## src/rtl/mpt_pkg.sv

```systemverilog
`default_nettype none
// ============================================================================
// mpt_pkg
// Shared types and constants of the multichannel PWM timetable.
// ============================================================================
package mpt_pkg;

    localparam int PINS_W       = 8;
    localparam int LVL_W        = 8;
    localparam int CHAN_W       = 3;
    localparam int CHANNELS_DEF = 8;

    localparam logic [LVL_W-1:0] LVL_OFF  = 8'd0;
    localparam logic [LVL_W-1:0] LVL_FULL = 8'd255;

    localparam logic OP_TICK = 1'b0;
    localparam logic OP_LOAD = 1'b1;

    typedef struct packed {
        logic              opcode;
        logic [CHAN_W-1:0] channel;
        logic [LVL_W-1:0]  brightness;
        logic              last;
    } t_in_word;

    typedef struct packed {
        logic [PINS_W-1:0] pins;
    } t_out_word;

    // broadcast control for every cell
    typedef struct packed {
        logic              load_en;
        logic              clear;
        logic              commit;
        logic [LVL_W-1:0]  level;
        logic [PINS_W-1:0] pin_bit;
    } t_cell_ctl;

    // neighbor link, passed left to right
    typedef struct packed {
        logic              valid;
        logic              less;
        logic              shift;
        logic [LVL_W-1:0]  level;
        logic [PINS_W-1:0] mask;
    } t_cell_link;

    typedef struct packed {
        logic hit;
        logic ins;
    } t_cell_stat;

    typedef struct packed {
        logic              valid;
        logic [LVL_W-1:0]  level;
        logic [PINS_W-1:0] mask;
    } t_cell_entry;

endpackage

`default_nettype wire

```

## src/rtl/mpt_stream_if.sv

```systemverilog
`default_nettype none
// ============================================================================
// mpt_stream_if
// Valid/ready channel carrying one word of payload type T.
// ============================================================================
interface mpt_stream_if #(
    parameter type T = logic
);
    logic valid;
    logic ready;
    T     data;

    modport source (output valid, output data, input ready);
    modport sink   (input valid, input data, output ready);
endinterface

`default_nettype wire

```

## src/rtl/mpt_cell.sv

```systemverilog
`default_nettype none
// ============================================================================
// mpt_cell
// One timetable slot: staged entry with sorted insert, active copy on commit.
// ============================================================================
module mpt_cell
    import mpt_pkg::*;
(
    input  wire logic        i_clk,
    input  wire logic        i_rst_n,
    input  wire t_cell_ctl   i_ctl,
    input  wire logic        i_room,
    input  wire t_cell_link  i_link,
    output t_cell_link       o_link,
    output t_cell_stat       o_stat,
    output t_cell_entry      o_active
);

    logic              r_s_valid, n_s_valid;
    logic [LVL_W-1:0]  r_s_level, n_s_level;
    logic [PINS_W-1:0] r_s_mask,  n_s_mask;
    logic              r_a_valid;
    logic [LVL_W-1:0]  r_a_level;
    logic [PINS_W-1:0] r_a_mask;

    logic valid_eff, own_less, own_eq, pos_here, hit, ins;

    always_comb begin
        valid_eff = r_s_valid && !i_ctl.clear;
        own_less  = valid_eff && (r_s_level < i_ctl.level);
        own_eq    = valid_eff && (r_s_level == i_ctl.level);
        pos_here  = i_ctl.load_en && i_link.less && !own_less;
        hit       = pos_here && own_eq;
        ins       = pos_here && !own_eq && i_room;

        n_s_valid = valid_eff;
        n_s_level = r_s_level;
        n_s_mask  = r_s_mask;
        priority if (ins) begin
            n_s_valid = 1'b1;
            n_s_level = i_ctl.level;
            n_s_mask  = i_ctl.pin_bit;
        end else if (i_link.shift) begin
            n_s_valid = i_link.valid;
            n_s_level = i_link.level;
            n_s_mask  = i_link.mask;
        end else if (hit) begin
            n_s_mask  = r_s_mask | i_ctl.pin_bit;
        end

        o_link.valid = valid_eff;
        o_link.less  = own_less;
        o_link.shift = i_link.shift || ins;
        o_link.level = r_s_level;
        o_link.mask  = r_s_mask;
        o_stat.hit   = hit;
        o_stat.ins   = ins;
        o_active.valid = r_a_valid;
        o_active.level = r_a_level;
        o_active.mask  = r_a_mask;
    end

    always_ff @(posedge i_clk) begin
        if (!i_rst_n) begin
            r_s_valid <= 1'b0;
            r_a_valid <= 1'b0;
        end else begin
            r_s_valid <= n_s_valid;
            if (i_ctl.commit) begin
                r_a_valid <= r_s_valid;
            end
        end
    end

    always_ff @(posedge i_clk) begin
        r_s_level <= n_s_level;
        r_s_mask  <= n_s_mask;
        if (i_ctl.commit) begin
            r_a_level <= r_s_level;
            r_a_mask  <= r_s_mask;
        end
    end

endmodule

`default_nettype wire

```

## src/rtl/multichannel_pwm_timetable.sv

```systemverilog
`default_nettype none
// ============================================================================
// multichannel_pwm_timetable
// Multi-channel 8-bit PWM driven by a sorted switch-off timetable.
// ============================================================================
// Channels: i_in carries tick and load words, o_out returns one pins word
// per accepted input word. Loads insert a channel level into a row of
// CHANNELS cells that keep the staging table sorted; the insert, merge or
// shift completes inside the cell chain. A load with last set
// marks the table pending; the next counter wrap copies it to the active
// table held in the same cells.
// Latency: the pins word for an input word is presented the cycle after the
// word is accepted. Throughput: one word per cycle, set by the single output
// register (a new word is taken while the held result is taken).
// Reset: all tables empty, counter, pins and batch state zero, no result
// held. When the receiver stalls, the result is held in o_out and i_in.ready
// drops until it is taken.
// ============================================================================
module multichannel_pwm_timetable
    import mpt_pkg::*;
#(
    parameter int CHANNELS = CHANNELS_DEF
) (
    input  wire logic    i_clk,
    input  wire logic    i_rst_n,
    mpt_stream_if.sink   i_in,
    mpt_stream_if.source o_out
);

    localparam int ENT_W = $clog2(CHANNELS + 1);
    localparam int IDX_W = (CHANNELS > 1) ? $clog2(CHANNELS) : 1;

    t_cell_ctl   cell_ctl;
    t_cell_link  link [CHANNELS+1];
    t_cell_stat  stat [CHANNELS];
    t_cell_entry act  [CHANNELS];

    logic              r_out_valid;
    logic [PINS_W-1:0] r_out_pins;
    logic [PINS_W-1:0] r_pin_state,  n_pin_state;
    logic [PINS_W-1:0] r_s_on_mask,  n_s_on_mask;
    logic [PINS_W-1:0] r_a_on_mask,  n_a_on_mask;
    logic [LVL_W-1:0]  r_tick,       n_tick;
    logic [ENT_W-1:0]  r_entry_index, n_entry_index;
    logic              r_commit_pending, n_commit_pending;
    logic              r_batch_open,     n_batch_open;

    logic              in_acc, is_load, is_tick, clear, ch_ok, lvl_mid, wrap;
    logic              any_hit, any_ins, cur_in, cur_ok;
    logic [PINS_W-1:0] pin_bit;
    logic [IDX_W-1:0]  idx;

    assign i_in.ready = !r_out_valid || o_out.ready;
    assign in_acc     = i_in.valid && i_in.ready;
    assign o_out.valid     = r_out_valid;
    assign o_out.data.pins = r_out_pins;

    always_comb begin
        is_load = in_acc && (i_in.data.opcode == OP_LOAD);
        is_tick = in_acc && (i_in.data.opcode == OP_TICK);
        clear   = is_load && !r_batch_open;
        ch_ok   = 32'(i_in.data.channel) < CHANNELS;
        lvl_mid = ch_ok && (i_in.data.brightness != LVL_OFF)
                  && (i_in.data.brightness != LVL_FULL);
        pin_bit = PINS_W'(1) << i_in.data.channel;
        n_tick  = r_tick + LVL_W'(1);
        wrap    = (n_tick == LVL_W'(0));

        cell_ctl.load_en = is_load && lvl_mid;
        cell_ctl.clear   = clear;
        cell_ctl.commit  = is_tick && wrap && r_commit_pending;
        cell_ctl.level   = i_in.data.brightness;
        cell_ctl.pin_bit = pin_bit;

        link[0].valid = 1'b1;
        link[0].less  = 1'b1;
        link[0].shift = 1'b0;
        link[0].level = LVL_OFF;
        link[0].mask  = '0;
    end

    for (genvar g = 0; g < CHANNELS; g++) begin : g_cell
        mpt_cell u_cell (
            .i_clk    (i_clk),
            .i_rst_n  (i_rst_n),
            .i_ctl    (cell_ctl),
            .i_room   (!link[CHANNELS].valid),
            .i_link   (link[g]),
            .o_link   (link[g+1]),
            .o_stat   (stat[g]),
            .o_active (act[g])
        );
    end

    always_comb begin
        any_hit = 1'b0;
        any_ins = 1'b0;
        for (int i = 0; i < CHANNELS; i++) begin
            any_hit = any_hit | stat[i].hit;
            any_ins = any_ins | stat[i].ins;
        end
    end

    always_comb begin
        idx    = r_entry_index[IDX_W-1:0];
        cur_in = r_entry_index < ENT_W'(CHANNELS);
        cur_ok = cur_in && act[idx].valid;

        n_pin_state      = r_pin_state;
        n_s_on_mask      = r_s_on_mask;
        n_a_on_mask      = r_a_on_mask;
        n_entry_index    = r_entry_index;
        n_commit_pending = r_commit_pending;
        n_batch_open     = r_batch_open;

        if (is_load) begin
            if (clear) begin
                n_s_on_mask      = '0;
                n_commit_pending = 1'b0;
            end
            if ((ch_ok && (i_in.data.brightness == LVL_FULL)) || any_hit || any_ins) begin
                n_s_on_mask = n_s_on_mask | pin_bit;
            end
            if (i_in.data.last) begin
                n_commit_pending = 1'b1;
                n_batch_open     = 1'b0;
            end else begin
                n_batch_open     = 1'b1;
            end
        end

        if (is_tick) begin
            if (wrap) begin
                if (r_commit_pending) begin
                    n_a_on_mask      = r_s_on_mask;
                    n_commit_pending = 1'b0;
                end
                n_pin_state   = n_a_on_mask;
                n_entry_index = '0;
            end else if (cur_ok && (n_tick == act[idx].level)) begin
                n_pin_state   = r_pin_state & ~act[idx].mask;
                n_entry_index = r_entry_index + ENT_W'(1);
            end
        end
    end

    always_ff @(posedge i_clk) begin
        if (!i_rst_n) begin
            r_out_valid      <= 1'b0;
            r_pin_state      <= '0;
            r_s_on_mask      <= '0;
            r_a_on_mask      <= '0;
            r_tick           <= '0;
            r_entry_index    <= '0;
            r_commit_pending <= 1'b0;
            r_batch_open     <= 1'b0;
        end else begin
            if (in_acc) begin
                r_out_valid <= 1'b1;
            end else if (o_out.ready) begin
                r_out_valid <= 1'b0;
            end
            if (is_tick) begin
                r_tick <= n_tick;
            end
            r_pin_state      <= n_pin_state;
            r_s_on_mask      <= n_s_on_mask;
            r_a_on_mask      <= n_a_on_mask;
            r_entry_index    <= n_entry_index;
            r_commit_pending <= n_commit_pending;
            r_batch_open     <= n_batch_open;
        end
    end

    always_ff @(posedge i_clk) begin
        if (in_acc) begin
            r_out_pins <= n_pin_state;
        end
    end

`ifndef SYNTHESIS
    a_index_range: assert property (@(posedge i_clk) disable iff (!i_rst_n)
        r_entry_index <= ENT_W'(CHANNELS))
        else $error("entry index past table end");

    a_wrap_restart: assert property (@(posedge i_clk) disable iff (!i_rst_n)
        (is_tick && (r_tick == LVL_FULL)) |=> (r_entry_index == '0))
        else $error("entry index not restarted on wrap");

    a_out_matches: assert property (@(posedge i_clk) disable iff (!i_rst_n)
        r_out_valid |-> (r_out_pins == r_pin_state))
        else $error("held pins word differs from pin state");

    a_load_keeps_pins: assert property (@(posedge i_clk) disable iff (!i_rst_n)
        is_load |=> (r_pin_state == $past(r_pin_state)))
        else $error("load changed the pins");
`endif

endmodule

`default_nettype wire

```

## src/flat_wrapper.sv

```systemverilog
// flat-port wrapper written by rule: the top's interface ports become plain ports
module multichannel_pwm_timetable_flat import mpt_pkg::*;
#(
    parameter int CHANNELS = CHANNELS_DEF
)
  (i_clk, i_rst_n, i_in_valid, i_in_data, i_in_ready, o_out_valid, o_out_data, o_out_ready);
  mpt_stream_if #(.T(t_in_word)) i_in_i ();
  mpt_stream_if #(.T(t_out_word)) o_out_i ();
  input  wire logic i_clk;
  input  wire logic i_rst_n;
  input wire logic [$bits(i_in_i.valid)-1:0] i_in_valid;
  input wire logic [$bits(i_in_i.data)-1:0] i_in_data;
  output wire logic [$bits(i_in_i.ready)-1:0] i_in_ready;
  output wire logic [$bits(o_out_i.valid)-1:0] o_out_valid;
  output wire logic [$bits(o_out_i.data)-1:0] o_out_data;
  input wire logic [$bits(o_out_i.ready)-1:0] o_out_ready;
  assign i_in_i.valid = i_in_valid;
  assign i_in_i.data = i_in_data;
  assign i_in_ready = i_in_i.ready;
  assign o_out_valid = o_out_i.valid;
  assign o_out_data = o_out_i.data;
  assign o_out_i.ready = o_out_ready;
  multichannel_pwm_timetable #(.CHANNELS(CHANNELS)) u_core (.i_clk(i_clk), .i_rst_n(i_rst_n), .i_in(i_in_i), .o_out(o_out_i));
endmodule
```

## config.mk

```make
export PLATFORM = sky130hd
export DESIGN_NAME = multichannel_pwm_timetable_flat
export DESIGN_NICKNAME = d
export VERILOG_FILES = /design/src/rtl/mpt_pkg.sv /design/src/rtl/mpt_stream_if.sv /design/src/rtl/mpt_cell.sv /design/src/rtl/multichannel_pwm_timetable.sv /design/src/flat_wrapper.sv
export SDC_FILE = /design/constraint.sdc
export NUM_CORES = 1
export LEC_CHECK = 0
export BUFFER_PORTS_ARGS = -buffer_cell sky130_fd_sc_hd__buf_2
export CAP_MARGIN = 10
export CORE_ASPECT_RATIO = 0.8
export CORE_MARGIN = 2
export CORE_UTILIZATION = 43
export DETAILED_ROUTE_END_ITERATION = 6
export GPL_ROUTABILITY_DRIVEN = 0
export PLACE_DENSITY = 0.6
export RECOVER_POWER = 100
export SLEW_MARGIN = 20
export SYNTH_ARGS = -nofsm -noshare
export SYNTH_HDL_FRONTEND = slang
export SYNTH_HIERARCHICAL = 1
export SYNTH_SLANG_ARGS = --single-unit
```

## constraint.sdc

```tcl
create_clock -name i_clk -period 10.4 [get_ports i_clk]
set_clock_uncertainty 0.05 [all_clocks]
set_input_delay 1.56 -clock i_clk [delete_from_list [all_inputs] [get_ports i_clk]]
set_output_delay 1.56 -clock i_clk [all_outputs]
set_load 0.03 [all_outputs]
```

# Word-level counts from Yosys, hierarchy flattened
# Cells that the tools add are included.
# W data, S select, Z words.
# word_totals
in_bits	17
mem_bits_rw	0
latchBits	0
out_inout_bits	10
mem_count	0
regBits	319
elab_cells	304
mem_bits_ro	0
# classes
n_lt_le_gt_ge	10
n_mux	73
n_eq_ne	11
n_mul	0
n_reduce_logical	123
div	0
shift	1
add_sub_neg	2
bitwise	27
# op_table
cell	n
$mux W8	44
$logic_and A1 B1 Y1	73
$eq A8 B8 Y1	9
$or A8 B8 Y8	9
$lt A8 B8 Y1	8
$bmux W17 S3	1
$mux W17	2
$mux W1	24
$reduce_bool A3 Y1	7
$logic_not A1 Y1	20
$reduce_bool A2 Y1	10
$or A1 B1 Y1	14
$logic_or A1 B1 Y1	9
$add A8 B1 Y8 const B	1
$and A8 B8 Y8	1
$eq A8 B8 Y1 const B	1
$logic_not A8 Y1	1
$mux W4	2
$ne A8 B8 Y1 const B	1
$not A8 Y8	1
$reduce_bool A8 Y1	1
$shl A1 B3 Y8 const A	1
$add A4 B1 Y4 const B	1
$ge A4 B4 Y1 const B	1
4 further kinds	5

# Longest topological paths before layout
# Gate-level depths: netlist of the first run.
# depth
word_depth	21
depth_mapped	28
depth_no_buf	19

# Modules after synthesis
# Netlist of the first run, hierarchy kept.
# modules_own_cells
mod	area_per_inst_um2	n_inst	seq_area_each_um2	cells_each
mpt_cell	1644.1	8	1001.0	118
multichannel_pwm_timetable	3472.1	1	1021.0	369

# Worst setup path before layout of the first run
# No wires, ideal clock.
# synth_path
path_type	input-to-reg
startpoint	in o_out_ready
endpoint	reg u_core.g_cell[7].u_cell.r_s_level[0], enable pin
n_path_buf	10
required_ns	10.079
arrival_ns	8.501
setup_ns	0.271
slack_ns	1.579
cell_stages	27
cell_sequence	nand2b_1 > and3_1 > nand2b_1 > clkbuf_1 > inv_1 > nand2b_1 > inv_1 > buf_4 > inv_1 > o41ai_4 > nor2_2 > buf_6 > or2_2 > clkbuf_1 > or2_2 > clkbuf_1 > or2_2 > clkbuf_1 > or2_2 > clkbuf_1 > or2_2 > clkbuf_1 > or2_2 > clkbuf_1 > or2_2 > clkbuf_1 > or2_2
# synth_lines
element	line	text
start: declaration	flat_wrapper.sv:16	input wire logic [$bits(o_out_i.ready)-1:0] o_out_ready;
end signal: assignment	mpt_cell.sv:76	r_s_level <= n_s_level;
end: declaration	mpt_cell.sv:20	logic [LVL_W-1:0] r_s_level, n_s_level;

==> tab_implementation.tex, run 1 <==
\begin{tabular}{lr}
\hline
Metric & Value \\
\hline
\multicolumn{2}{l}{\textbf{Status}} \\
Run status & finished, violations left \\
Violated checks & capacitance limit, slew limit \\
\multicolumn{2}{l}{\textbf{Setup path}} \\
Worst-path cell with the longest stage delay & sky130\_fd\_sc\_hd\_\_or2\_0 \\
Critical path startpoint category & input port \\
Critical path type & input port to register \\
Chain of cells forming the critical path & buf\_2 -> nand2b\_1 -> and3\_1 -> nand2b\_1 -> inv\_1 -> nand2b\_1 -> a211oi\_1 -> o21ai\_0 -> o211ai\_1 -> nor2\_1 -> or2\_0 -> or2\_2 -> or2\_2 -> or2\_2 -> or2\_2 -> or2\_2 -> or2\_2 -> o21ai\_0 -> a2bb2oi\_1 \\
Data arrival time of the critical path & between 9 and 10 ns \\
Critical path peak fanout & 21 \\
Critical Path Max Stage Delay & 0.74 ns \\
Crit path capture type & register \\
Worst EP required & $\sim$11 ns \\
Cells on worst reg2reg path & 18 \\
R2r setup slk & about 2.2 ns \\
Most Frequent Cell on Critical Path & sky130\_fd\_sc\_hd\_\_or2\_2 \\
\multicolumn{2}{l}{\textbf{Pwr}} \\
PD cells & roughly 170 nW/um\^{}2 \\
Final Total Pwr & between 3 and 4 mW \\
Worst IR Drop VDD & 0.106 mV \\
Leakage power & 6.51 nW \\
\multicolumn{2}{l}{\textbf{Timing}} \\
Final hold violations & 0 \\
Final hold slack & between 0.4 and 0.5 ns \\
Setup repair after global routing missed its margin & no \\
Rel. slew slack & -121\% \\
Endpoints failing setup & 0 \\
Sum of negative setup slack & 0 ns \\
F\_max & about 110 MHz \\
Final period demand of the worst path & 9.13 ns \\
Slew Limit Fails & 217 \\
Final Cycle Share & between 80\% and 90\% \\
Tightest Pin Transition & around 3.3 ns \\
\multicolumn{2}{l}{\textbf{Logic synthesis}} \\
Synthesized area & between 15000 and 20000 um\^{}2 \\
Number of instances in the synthesized netlist & roughly 1.3k \\
Post-Synthesis Mean Instance Area & around 13 um\^{}2 \\
Count of synthesis-stage warnings from yosys & 6 \\
\multicolumn{2}{l}{\textbf{Clock tree}} \\
Library cell used as clock root buffer & sky130\_fd\_sc\_hd\_\_clkbuf\_16 \\
Clock net sink count & 319 \\
Resized Gates After CTS & 0 \\
Clock transition at path regs & $\sim$0.060 ns \\
Number of post-CTS setup repair buffers & 0 \\
\# H-tree levels & 2 \\
Later-pin clock latency in the skew report & approximately 0.53 ns \\
Clock buffers created by TritonCTS & 35 \\
TritonCTS clock tree & yes \\
Hold buffer count at cts & 0 \\
Number of buffers on the longest clock path & 3 \\
\multicolumn{2}{l}{\textbf{Global routing}} \\
Maximum number of pins on one net before global-route repair & between 70 and 80 \\
Global-route wire length before repair & 62100 um \\
Global route overflow & 0 \\
Number of global-route vias before repair & about 10k \\
Total global routing track utilization & $\sim$20\% \\
Initial antenna violation count & 1 \\
\multicolumn{2}{l}{\textbf{Final layout}} \\
Fin cells & approximately 1.8k \\
Most frequent standard cell in the layout excluding fill and tap cells & sky130\_fd\_sc\_hd\_\_edfxtp\_1 \\
Share of layout cells above drive strength 1 & between 10\% and 20\% \\
Post-Route Utilization & between 40\% and 50\% \\
Nets & 1392 \\
Area growth syn-to-layout & 7.32\% \\
FF+latch area & around 9000 um\^{}2 \\
Multi-input gate area & around 6300 um\^{}2 \\
Number of antenna diodes & 0 \\
Fill cell count & approximately 3.4k \\
Top library cells by usage in the layout, fill and taps aside & sky130\_fd\_sc\_hd\_\_edfxtp\_1 (264), sky130\_fd\_sc\_hd\_\_inv\_1 (143), sky130\_fd\_sc\_hd\_\_nand2\_1 (73), sky130\_fd\_sc\_hd\_\_ha\_1 (66) \\
\multicolumn{2}{l}{\textbf{Route}} \\
Drt wl/cell & approximately 22 um \\
Post-route ant nets & 0 \\
First-iteration detailed-routing DRC count & around 1.1k \\
Total iterations of the first detailed-routing run & 5 \\
Drt via density & between 5 and 6 \\
Routed WL & slightly above 40000 um \\
Post-route DRC violation count & 0 \\
Vias & about 11k \\
\multicolumn{2}{l}{\textbf{Die}} \\
Count of standard-cell rows & 64 \\
Area inside the core boundary & 38200 um\^{}2 \\
Count of pins on the block boundary & 27 \\
Die X-Extent & $\sim$220 um \\
Height of the die & 180 um \\
Area enclosed by the die boundary & 40200 um\^{}2 \\
Initial cell density of the core & 43.5\% \\
\multicolumn{2}{l}{\textbf{Place}} \\
Dpl hpwl & slightly below 30000 um \\
PortBufs & 26 \\
Cell count after placement & between 1.5k and 2k \\
\multicolumn{2}{l}{\textbf{Min path}} \\
Hold path cells & 2 \\
Worst min path class & register to register \\
\multicolumn{2}{l}{\textbf{Job}} \\
Total of max-cap violations & 4 \\
\hline
\end{tabular}
## registers in the layout (all words and copies together) (netlist names)
| signal | flops |
|---|---|
| u_core/r_batch_open | 1 |
| u_core/g_cell.u_cell/r_a_mask | 64 |
| u_core/r_commit_pending | 1 |
| u_core/g_cell.u_cell/r_a_valid | 8 |
| u_core/r_pin_state | 8 |
| u_core/r_s_on_mask | 8 |
| u_core/g_cell.u_cell/r_s_level | 64 |
| u_core/r_a_on_mask | 8 |
| u_core/g_cell.u_cell/r_s_mask | 64 |
| u_core/g_cell.u_cell/r_s_valid | 8 |
| u_core/r_tick | 8 |
| u_core/o_out.data | 8 |
| u_core/o_out.valid | 1 |
| u_core/g_cell.u_cell/r_a_level | 64 |
| u_core/r_entry_index | 4 |
## layer usage
metal	vias to the layer above	share of wire [%]	GRT usage [%]
met5	-	0	0
met4	0	1.4	4.45
met3	46	7.9	3.25
met2	356	42	28.9
met1	5239	49	32.1
li1	4885	-	-
## worst max-delay path: cells and delay by family
family / cells / cell delay, ns
AND/OR/NAND/NOR: 12 / 5.74
AO/OA/AOI/OAI: 5 / 1.74
buffers and inverters: 2 / 0.38
## worst paths after layout
path / start / to
max: o_out_ready / u_core/g_cell[7].u_cell/r_s_mask[4]
min: u_core/r_entry_index[3] / u_core/r_entry_index[3]
max reg2reg: u_core/o_out.valid / u_core/g_cell[7].u_cell/r_s_mask[4]
min reg2reg: u_core/r_entry_index[3] / u_core/r_entry_index[3]
## report_power, final
group	internal [mW]	leakage, nW	switching, mW
registers	1.47	2.91	0.0583
clock network	0.738	0.566	0.510
logic	0.101	3.04	0.144
## layout make-up
class,count,share of cell area [%]
clock buffers,45,5.47
clock inverters,17,0.891
inverters,144,3.04
multi-input cells,775,35.5
flip-flops and latches,319,50.7
well taps,495,3.47
repair buffers,34,0.919
## through the flow
| stage | instance area, um^2 | setup slack, ns |
|---|---|---|
| 3_5_place_dp | 16900 | 1.17 |
| 2_1_floorplan | 16700 | 1.58 |
| 3_3_place_gp | 16900 | 1.39 |
| 4_1_cts | 18100 | 1.74 |
| 6_report | 17800 | 1.27 |
| 5_1_grt | 17800 | 0.733 |
(Power assumes the default switching activity.)
==> run 2, diff against run 1 <==
--- a/config.mk
+++ b/config.mk
@@ -7,12 +7,14 @@
 export LEC_CHECK = 0
 export BUFFER_PORTS_ARGS = -buffer_cell sky130_fd_sc_hd__buf_2
 export CAP_MARGIN = 10
+export CELL_PAD_IN_SITES_DETAIL_PLACEMENT = 1
+export CELL_PAD_IN_SITES_GLOBAL_PLACEMENT = 1
 export CORE_ASPECT_RATIO = 0.8
 export CORE_MARGIN = 2
-export CORE_UTILIZATION = 43
+export CORE_UTILIZATION = 45
 export DETAILED_ROUTE_END_ITERATION = 6
 export GPL_ROUTABILITY_DRIVEN = 0
-export PLACE_DENSITY = 0.6
+export PLACE_DENSITY = 0.72
 export RECOVER_POWER = 100
 export SLEW_MARGIN = 20
 export SYNTH_ARGS = -nofsm -noshare
==> tab_implementation.tex, run 2 (synthesis gave the netlist of run 1 again) <==
\begin{tabular}{lr}
\hline
Metric & Value \\
\hline
\multicolumn{2}{l}{\textbf{Die}} \\
Count of pins on the block boundary & 27 (unchanged) \\
Initial cell density of the core & 46.0\% (+2.5 points) \\
Die X-Extent & 219 um (-2.2\%) \\
Area inside the core boundary & 36100 um\^{}2 (-5.4\%) \\
Count of standard-cell rows & 62 (-3.1\%) \\
Area enclosed by the die boundary & 38500 um\^{}2 (-4.4\%) \\
Height of the die & 176 um (-2.2\%) \\
\multicolumn{2}{l}{\textbf{Setup path}} \\
Critical path startpoint category & input port \\
Critical path peak fanout & 21 (unchanged) \\
Setup crit start & o\_out\_ready \\
Critical path type & input port to register \\
R2r setup slk & 2.00 ns (-0.15 ns) \\
Source of the worst register-to-register timing path & u\_core/o\_out.valid \\
Cells on worst reg2reg path & 18 (unchanged) \\
Capture point of the worst path & u\_core/g\_cell[7].u\_cell/r\_s\_mask[0] \\
Worst EP required & 10.71 ns (about the same) \\
Data arrival time of the critical path & 9.58 ns (+0.12 ns) \\
Crit path capture type & register \\
Endpoint of the lowest-slack register-to-register path & u\_core/g\_cell[7].u\_cell/r\_s\_mask[0] \\
\multicolumn{2}{l}{\textbf{Timing}} \\
Slew Limit Fails & 246 (+13\%) \\
F\_max & 108 MHz (-1.4\%) \\
Final hold violations & 0 (unchanged) \\
Final worst slack & 1.14 ns (-0.129 ns) \\
Final Cycle Share & 89.1\% (+1.2 points) \\
Final period demand of the worst path & 9.26 ns (+0.129 ns) \\
Tightest Pin Transition & 3.28 ns (-0.0290 ns) \\
Setup repair after global routing missed its margin & no \\
Sum of negative setup slack & 0 ns (unchanged) \\
Rel. slew slack & -120\% (+1.9 points) \\
Endpoints failing setup & 0 (unchanged) \\
\multicolumn{2}{l}{\textbf{Global routing}} \\
Number of global-route vias before repair & 11.1k (+10\%) \\
Global-route wire length before repair & 67900 um (+9.4\%) \\
Initial antenna violation count & 0 (-1) \\
Maximum number of pins on one net before global-route repair & 78 (+5.4\%) \\
Total global routing track utilization & 23.4\% (+3.2 points) \\
Global route overflow & 0 (unchanged) \\
\multicolumn{2}{l}{\textbf{Clock tree}} \\
Number of post-CTS setup repair buffers & 0 (unchanged) \\
Library cell used as clock root buffer & sky130\_fd\_sc\_hd\_\_clkbuf\_16 \\
Clock transition at path regs & 0.06 ns (about the same) \\
Clock net sink count & 319 (unchanged) \\
TritonCTS clock tree & yes \\
Clock buffers created by TritonCTS & 36 (+2.9\%) \\
Number of buffers on the longest clock path & 3 (unchanged) \\
Resized Gates After CTS & 0 (unchanged) \\
Later-pin clock latency in the skew report & 0.54 ns (about the same) \\
\# H-tree levels & 2 (unchanged) \\
Hold buffer count at cts & 0 (unchanged) \\
\multicolumn{2}{l}{\textbf{Final layout}} \\
Fill cell count & 3723 (+8.6\%) \\
Final std cell area, no fill & 17900 um\^{}2 (+0.48\%) \\
Post-Route Utilization & 49.6\% (+2.9 points) \\
Share of layout cells above drive strength 1 & 13.1\% (+0.18 points) \\
Most frequent standard cell in the layout excluding fill and tap cells & sky130\_fd\_sc\_hd\_\_edfxtp\_1 \\
Number of antenna diodes & 0 (unchanged) \\
Area growth syn-to-layout & 7.84\% \\
FF+latch area & 9030 um\^{}2 (unchanged) \\
Nets & 1396 (+0.29\%) \\
Top library cells by usage in the layout, fill and taps aside & sky130\_fd\_sc\_hd\_\_edfxtp\_1 (264), sky130\_fd\_sc\_hd\_\_inv\_1 (143), sky130\_fd\_sc\_hd\_\_nand2\_1 (73), sky130\_fd\_sc\_hd\_\_ha\_1 (66) \\
Multi-input gate area & 6340 um\^{}2 (about the same) \\
\multicolumn{2}{l}{\textbf{Status}} \\
Violated checks & capacitance limit, slew limit \\
Run status & finished, violations left \\
\multicolumn{2}{l}{\textbf{Place}} \\
Dpl hpwl & 31800 um (+9.4\%) \\
Placed inst area & 16900 um\^{}2 (about the same) \\
Placement Setup Slack & 0.988 ns (-0.182 ns) \\
PortBufs & 26 (unchanged) \\
\multicolumn{2}{l}{\textbf{Pwr}} \\
PD cells & 173 nW/um\^{}2 (+2.4\%) \\
Worst IR Drop VDD & 0.128 mV (+20\%) \\
Leakage power & 6.56 nW (+0.63\%) \\
\multicolumn{2}{l}{\textbf{Route}} \\
Post-route ant nets & 0 (unchanged) \\
Drt via density & 5.85 (+1.6\%) \\
First-iteration detailed-routing DRC count & 964 (-12\%) \\
Total iterations of the first detailed-routing run & 5 (unchanged) \\
Routed WL & 44400 um (+8.7\%) \\
Drt wl/cell & 24.4 um (+9.3\%) \\
Post-route DRC violation count & 0 (unchanged) \\
Vias & 10.6k (+1.0\%) \\
\multicolumn{2}{l}{\textbf{Min path}} \\
Worst min path class & register to register \\
\multicolumn{2}{l}{\textbf{Job}} \\
Total of max-cap violations & 5 (+1) \\
\hline
\end{tabular}
## run 2: metrics by stage
stage          power [mW]  cells  hold slack, ns
5_1_grt              3.21   1819           0.432
6_report             3.11   1819           0.405
4_1_cts              3.14   1818           0.408
3_3_place_gp         1.80   1754           0.391
2_1_floorplan        1.71   1331           0.376
3_5_place_dp         1.82   1754           0.397
## run 2: power breakdown
part           leakage, nW  switching (mW)  internal [mW]
Combinational         3.05           0.153          0.103
Clock                0.589           0.526          0.797
Sequential            2.91          0.0611           1.47
Total                 6.56           0.740           2.37
## run 2: worst min path at each step
stage                                                     end                                 from  cells after the start
after detailed placement  u_core/g_cell[7].u_cell/r_a_mask[6]  u_core/g_cell[7].u_cell/r_s_mask[6]                      0
after global routing                    u_core/r_a_on_mask[0]                u_core/r_a_on_mask[0]                      2
after global placement                  u_core/r_a_on_mask[3]                u_core/r_a_on_mask[3]                      2
after CTS                               u_core/r_a_on_mask[7]                u_core/r_a_on_mask[7]                      2
final                                 u_core/r_entry_index[3]              u_core/r_entry_index[3]                      2
after floorplan                       u_core/r_entry_index[3]              u_core/r_entry_index[3]                      2
## run 2: area by class of cell
class / instances / area share, %
Multi-Input combinational cell: 775 / 35.4
Clock buffer: 51 / 5.80
Tap cell: 480 / 3.35
Sequential cell: 319 / 50.4
Timing Repair Buffer: 37 / 1.04
Clock inverter: 13 / 0.978
Inverter: 144 / 3.02
## run 2: worst max-delay path, cell delays in order
cell	delay (ns)
sky130_fd_sc_hd__buf_2	0.10
sky130_fd_sc_hd__nand2b_1	0.18
sky130_fd_sc_hd__and3_1	0.29
sky130_fd_sc_hd__nand2b_1	0.36
sky130_fd_sc_hd__inv_1	0.29
sky130_fd_sc_hd__nand2b_1	0.33
sky130_fd_sc_hd__a211oi_1	0.22
sky130_fd_sc_hd__o21ai_0	0.15
sky130_fd_sc_hd__o211ai_1	0.72
sky130_fd_sc_hd__nor2_1	0.41
sky130_fd_sc_hd__or2_0	0.75
sky130_fd_sc_hd__or2_2	0.69
sky130_fd_sc_hd__or2_2	0.56
sky130_fd_sc_hd__or2_2	0.55
sky130_fd_sc_hd__or2_2	0.56
sky130_fd_sc_hd__or2_2	0.58
sky130_fd_sc_hd__or2_2	0.59
sky130_fd_sc_hd__o21ai_0	0.43
sky130_fd_sc_hd__a2bb2oi_1	0.24
## run 2: metal layers
layer  track usage, %  vias up  share of wire, %
li1                 -     4875                 -
met1             34.4     5437                48
met2             36.4      269                45
met3             4.14       52               5.8
met4             5.12        0               1.6
met5                0        -                 0
==> run 3, diff against run 2 <==
--- a/config.mk
+++ b/config.mk
@@ -12,6 +12,7 @@
 export CORE_ASPECT_RATIO = 0.8
 export CORE_MARGIN = 2
 export CORE_UTILIZATION = 45
+export CTS_CLUSTER_DIAMETER = 80
 export DETAILED_ROUTE_END_ITERATION = 6
 export GPL_ROUTABILITY_DRIVEN = 0
 export PLACE_DENSITY = 0.72
==> constraint.sdc (replaced) <==
create_clock -name i_clk -period 10.1 [get_ports i_clk]
set_clock_uncertainty 0.05 [all_clocks]
set_input_delay 1.515 -clock i_clk [delete_from_list [all_inputs] [get_ports i_clk]]
set_output_delay 1.515 -clock i_clk [all_outputs]
set_load 0.03 [all_outputs]
==> tab_implementation.tex, run 3 (synthesis gave the netlist of run 1 again) <==
\begin{tabular}{lr}
\hline
Metric & Value \\
\hline
\multicolumn{2}{l}{\textbf{Die}} \\
Height of the die & 176 um (unchanged) \\
Die X-Extent & 219 um (unchanged) \\
Area enclosed by the die boundary & 38500 um\^{}2 (unchanged) \\
Area inside the core boundary & 36100 um\^{}2 (unchanged) \\
Count of standard-cell rows & 62 (unchanged) \\
Count of pins on the block boundary & 27 (unchanged) \\
Initial cell density of the core & 46.0\% (unchanged) \\
\multicolumn{2}{l}{\textbf{Global routing}} \\
Number of global-route vias before repair & 10.8k (-2.6\%) \\
Global-route wire length before repair & 67100 um (-1.2\%) \\
Total global routing track utilization & 23.2\% (-0.24 points) \\
Maximum number of pins on one net before global-route repair & 80 (+2.6\%) \\
Global route overflow & 0 (unchanged) \\
Initial antenna violation count & 2 (+2) \\
\multicolumn{2}{l}{\textbf{Setup path}} \\
Source of the worst register-to-register timing path & u\_core/o\_out.valid \\
Endpoint of the lowest-slack register-to-register path & u\_core/g\_cell[7].u\_cell/r\_s\_mask[5] \\
Worst EP required & 10.31 ns (-0.40 ns) \\
Cells on worst reg2reg path & 18 (unchanged) \\
Critical path type & input port to register \\
Data arrival time of the critical path & 9.15 ns (-0.43 ns) \\
Critical path startpoint category & input port \\
Crit path capture type & register \\
Critical path peak fanout & 21 (unchanged) \\
R2r setup slk & 1.94 ns (-0.06 ns) \\
\multicolumn{2}{l}{\textbf{Final layout}} \\
Most frequent standard cell in the layout excluding fill and tap cells & sky130\_fd\_sc\_hd\_\_edfxtp\_1 \\
Area growth syn-to-layout & 6.48\% \\
Share of layout cells above drive strength 1 & 12.5\% (-0.53 points) \\
Fill cell count & 3789 (+1.8\%) \\
Nets & 1397 (+0.072\%) \\
Top library cells by usage in the layout, fill and taps aside & sky130\_fd\_sc\_hd\_\_edfxtp\_1 (264), sky130\_fd\_sc\_hd\_\_inv\_1 (143), sky130\_fd\_sc\_hd\_\_nand2\_1 (73), sky130\_fd\_sc\_hd\_\_ha\_1 (66) \\
\multicolumn{2}{l}{\textbf{Place}} \\
Dpl hpwl & 31900 um (+0.56\%) \\
PortBufs & 26 (unchanged) \\
\multicolumn{2}{l}{\textbf{Min path}} \\
Min-delay src & u\_core/g\_cell[7].u\_cell/r\_s\_mask[2] \\
End point of the worst hold path & u\_core/g\_cell[7].u\_cell/r\_a\_mask[2] \\
Worst min path class & register to register \\
Hold path cells & 0 (-2) \\
\multicolumn{2}{l}{\textbf{Clock tree}} \\
Resized Gates After CTS & 0 (unchanged) \\
Later-pin clock latency in the skew report & 0.53 ns (about the same) \\
Number of buffers on the longest clock path & 3 (unchanged) \\
Clock buffers created by TritonCTS & 35 (-2.8\%) \\
TritonCTS clock tree & yes \\
Number of post-CTS setup repair buffers & 0 (unchanged) \\
Clock transition at path regs & 0.06 ns (about the same) \\
Clock net sink count & 319 (unchanged) \\
Hold buffer count at cts & 0 (unchanged) \\
Library cell used as clock root buffer & sky130\_fd\_sc\_hd\_\_clkbuf\_16 \\
\# H-tree levels & 2 (unchanged) \\
\multicolumn{2}{l}{\textbf{Timing}} \\
Endpoints failing setup & 0 (unchanged) \\
Rel. slew slack & -121\% (-1.6 points) \\
Final period demand of the worst path & 8.94 ns \\
Final Cycle Share & slightly below 90\% \\
Setup repair after global routing missed its margin & no \\
Final hold violations & 0 (unchanged) \\
Tightest Pin Transition & 3.30 ns (+0.0237 ns) \\
F\_max & around 110 MHz \\
Slew Limit Fails & 283 (+15\%) \\
Sum of negative setup slack & 0 ns (unchanged) \\
\multicolumn{2}{l}{\textbf{Status}} \\
Run status & finished, violations left \\
Violated checks & capacitance limit, slew limit \\
\multicolumn{2}{l}{\textbf{Route}} \\
Post-route ant nets & 0 (unchanged) \\
Routed WL & 44400 um (about the same) \\
Vias & 10.6k (-0.22\%) \\
Post-route DRC violation count & 0 (unchanged) \\
First-iteration detailed-routing DRC count & 887 (-8.0\%) \\
Drt via density & 5.83 (-0.33\%) \\
Total iterations of the first detailed-routing run & 5 (unchanged) \\
Drt wl/cell & 24.4 um (about the same) \\
\multicolumn{2}{l}{\textbf{Pwr}} \\
Worst IR Drop VDD & 0.131 mV (+2.6\%) \\
Leakage power & 6.31 nW (-3.8\%) \\
PD cells & 172 nW/um\^{}2 (-0.68\%) \\
Final Total Pwr & 3.05 mW (-1.9\%) \\
\multicolumn{2}{l}{\textbf{Job}} \\
Total of max-cap violations & 10 (+5) \\
\hline
\end{tabular}
## run 3: changes by cell type in the layout (fill, tap and decap cells not counted), moves of 2 or more
cell	previous run	this run
sky130_fd_sc_hd__o41ai_4	8	2
sky130_fd_sc_hd__o41ai_1	0	6
sky130_fd_sc_hd__buf_4	6	8
sky130_fd_sc_hd__clkinv_4	1	3
sky130_fd_sc_hd__clkbuf_8	6	1
sky130_fd_sc_hd__clkinv_2	3	8
sky130_fd_sc_hd__clkbuf_1	21	25
sky130_fd_sc_hd__mux2_4	7	13
sky130_fd_sc_hd__bufinv_16	4	0
sky130_fd_sc_hd__mux2_2	32	27
## run 3: layer usage
metal	global-route usage, %	vias to the layer above	routed length [um]
li1	-	4876	-
met1	33.8	5387	20800
met2	35.6	297	19600
met3	5.16	50	3260
met4	4.76	0	675
met5	0	-	0
## run 3: metrics by stage
stage | cells | hold WS (ns) | util, % | setup slack (ns) | area (um^2)
finish | 1821 | 0.404 | 48.9 | 1.16 | 17700
floorplan | 1331 | 0.376 | - | 1.32 | 16700
global route | 1820 | 0.418 | 48.9 | 0.708 | 17700
CTS | 1820 | 0.407 | 49.9 | 1.36 | 18000
detailed placement | 1757 | 0.392 | 46.9 | 0.796 | 17000
global placement | 1757 | 0.391 | 46.9 | 1.19 | 17000
## run 3: worst max path at each step
stage | slack [ns] | start | to
2_1_floorplan | 1.32 | o_out_ready | u_core/g_cell[7].u_cell/r_s_level[0]
3_3_place_gp | 1.19 | o_out_ready | u_core/g_cell[7].u_cell/r_s_mask[7]
3_5_place_dp | 0.80 | o_out_ready | u_core/g_cell[7].u_cell/r_s_mask[5]
4_1_cts | 1.36 | o_out_ready | u_core/g_cell[7].u_cell/r_s_mask[5]
5_1_grt | 0.71 | o_out_ready | u_core/g_cell[7].u_cell/r_s_mask[5]
6_report | 1.16 | o_out_ready | u_core/g_cell[7].u_cell/r_s_mask[5]
## run 3: power by group
part,switching (mW),internal (mW)
logic,0.150,0.107
clock network,0.532,0.684
registers,0.0618,1.51
total,0.744,2.30
## run 3: critical path, stage by stage
cell	delay (ns)
sky130_fd_sc_hd__buf_2	0.07
sky130_fd_sc_hd__nand2b_1	0.17
sky130_fd_sc_hd__and3_1	0.33
sky130_fd_sc_hd__nand2b_1	0.29
sky130_fd_sc_hd__inv_1	0.36
sky130_fd_sc_hd__nand2b_1	0.27
sky130_fd_sc_hd__inv_1	0.08
sky130_fd_sc_hd__inv_1	0.23
sky130_fd_sc_hd__clkbuf_1	0.84
sky130_fd_sc_hd__o41ai_1	0.54
sky130_fd_sc_hd__nor2_2	0.62
sky130_fd_sc_hd__or2_2	0.51
sky130_fd_sc_hd__or2_2	0.49
sky130_fd_sc_hd__or2_2	0.49
sky130_fd_sc_hd__or2_2	0.49
sky130_fd_sc_hd__or2_2	0.51
sky130_fd_sc_hd__or2_2	0.52
sky130_fd_sc_hd__o21ai_0	0.48
sky130_fd_sc_hd__a2bb2oi_1	0.31
## run 3: area by class of cell
type | count | area, um^2 | share of cell area [%]
antenna | 1 | 2.50 | 0.0141
clock inverter | 14 | 86.3 | 0.488
inverter | 144 | 542 | 3.06
sequential | 319 | 9030 | 51.1
timing repair buffer | 39 | 198 | 1.12
tap | 480 | 601 | 3.40
multi-input combinational | 775 | 6250 | 35.3
clock buffer | 49 | 981 | 5.55
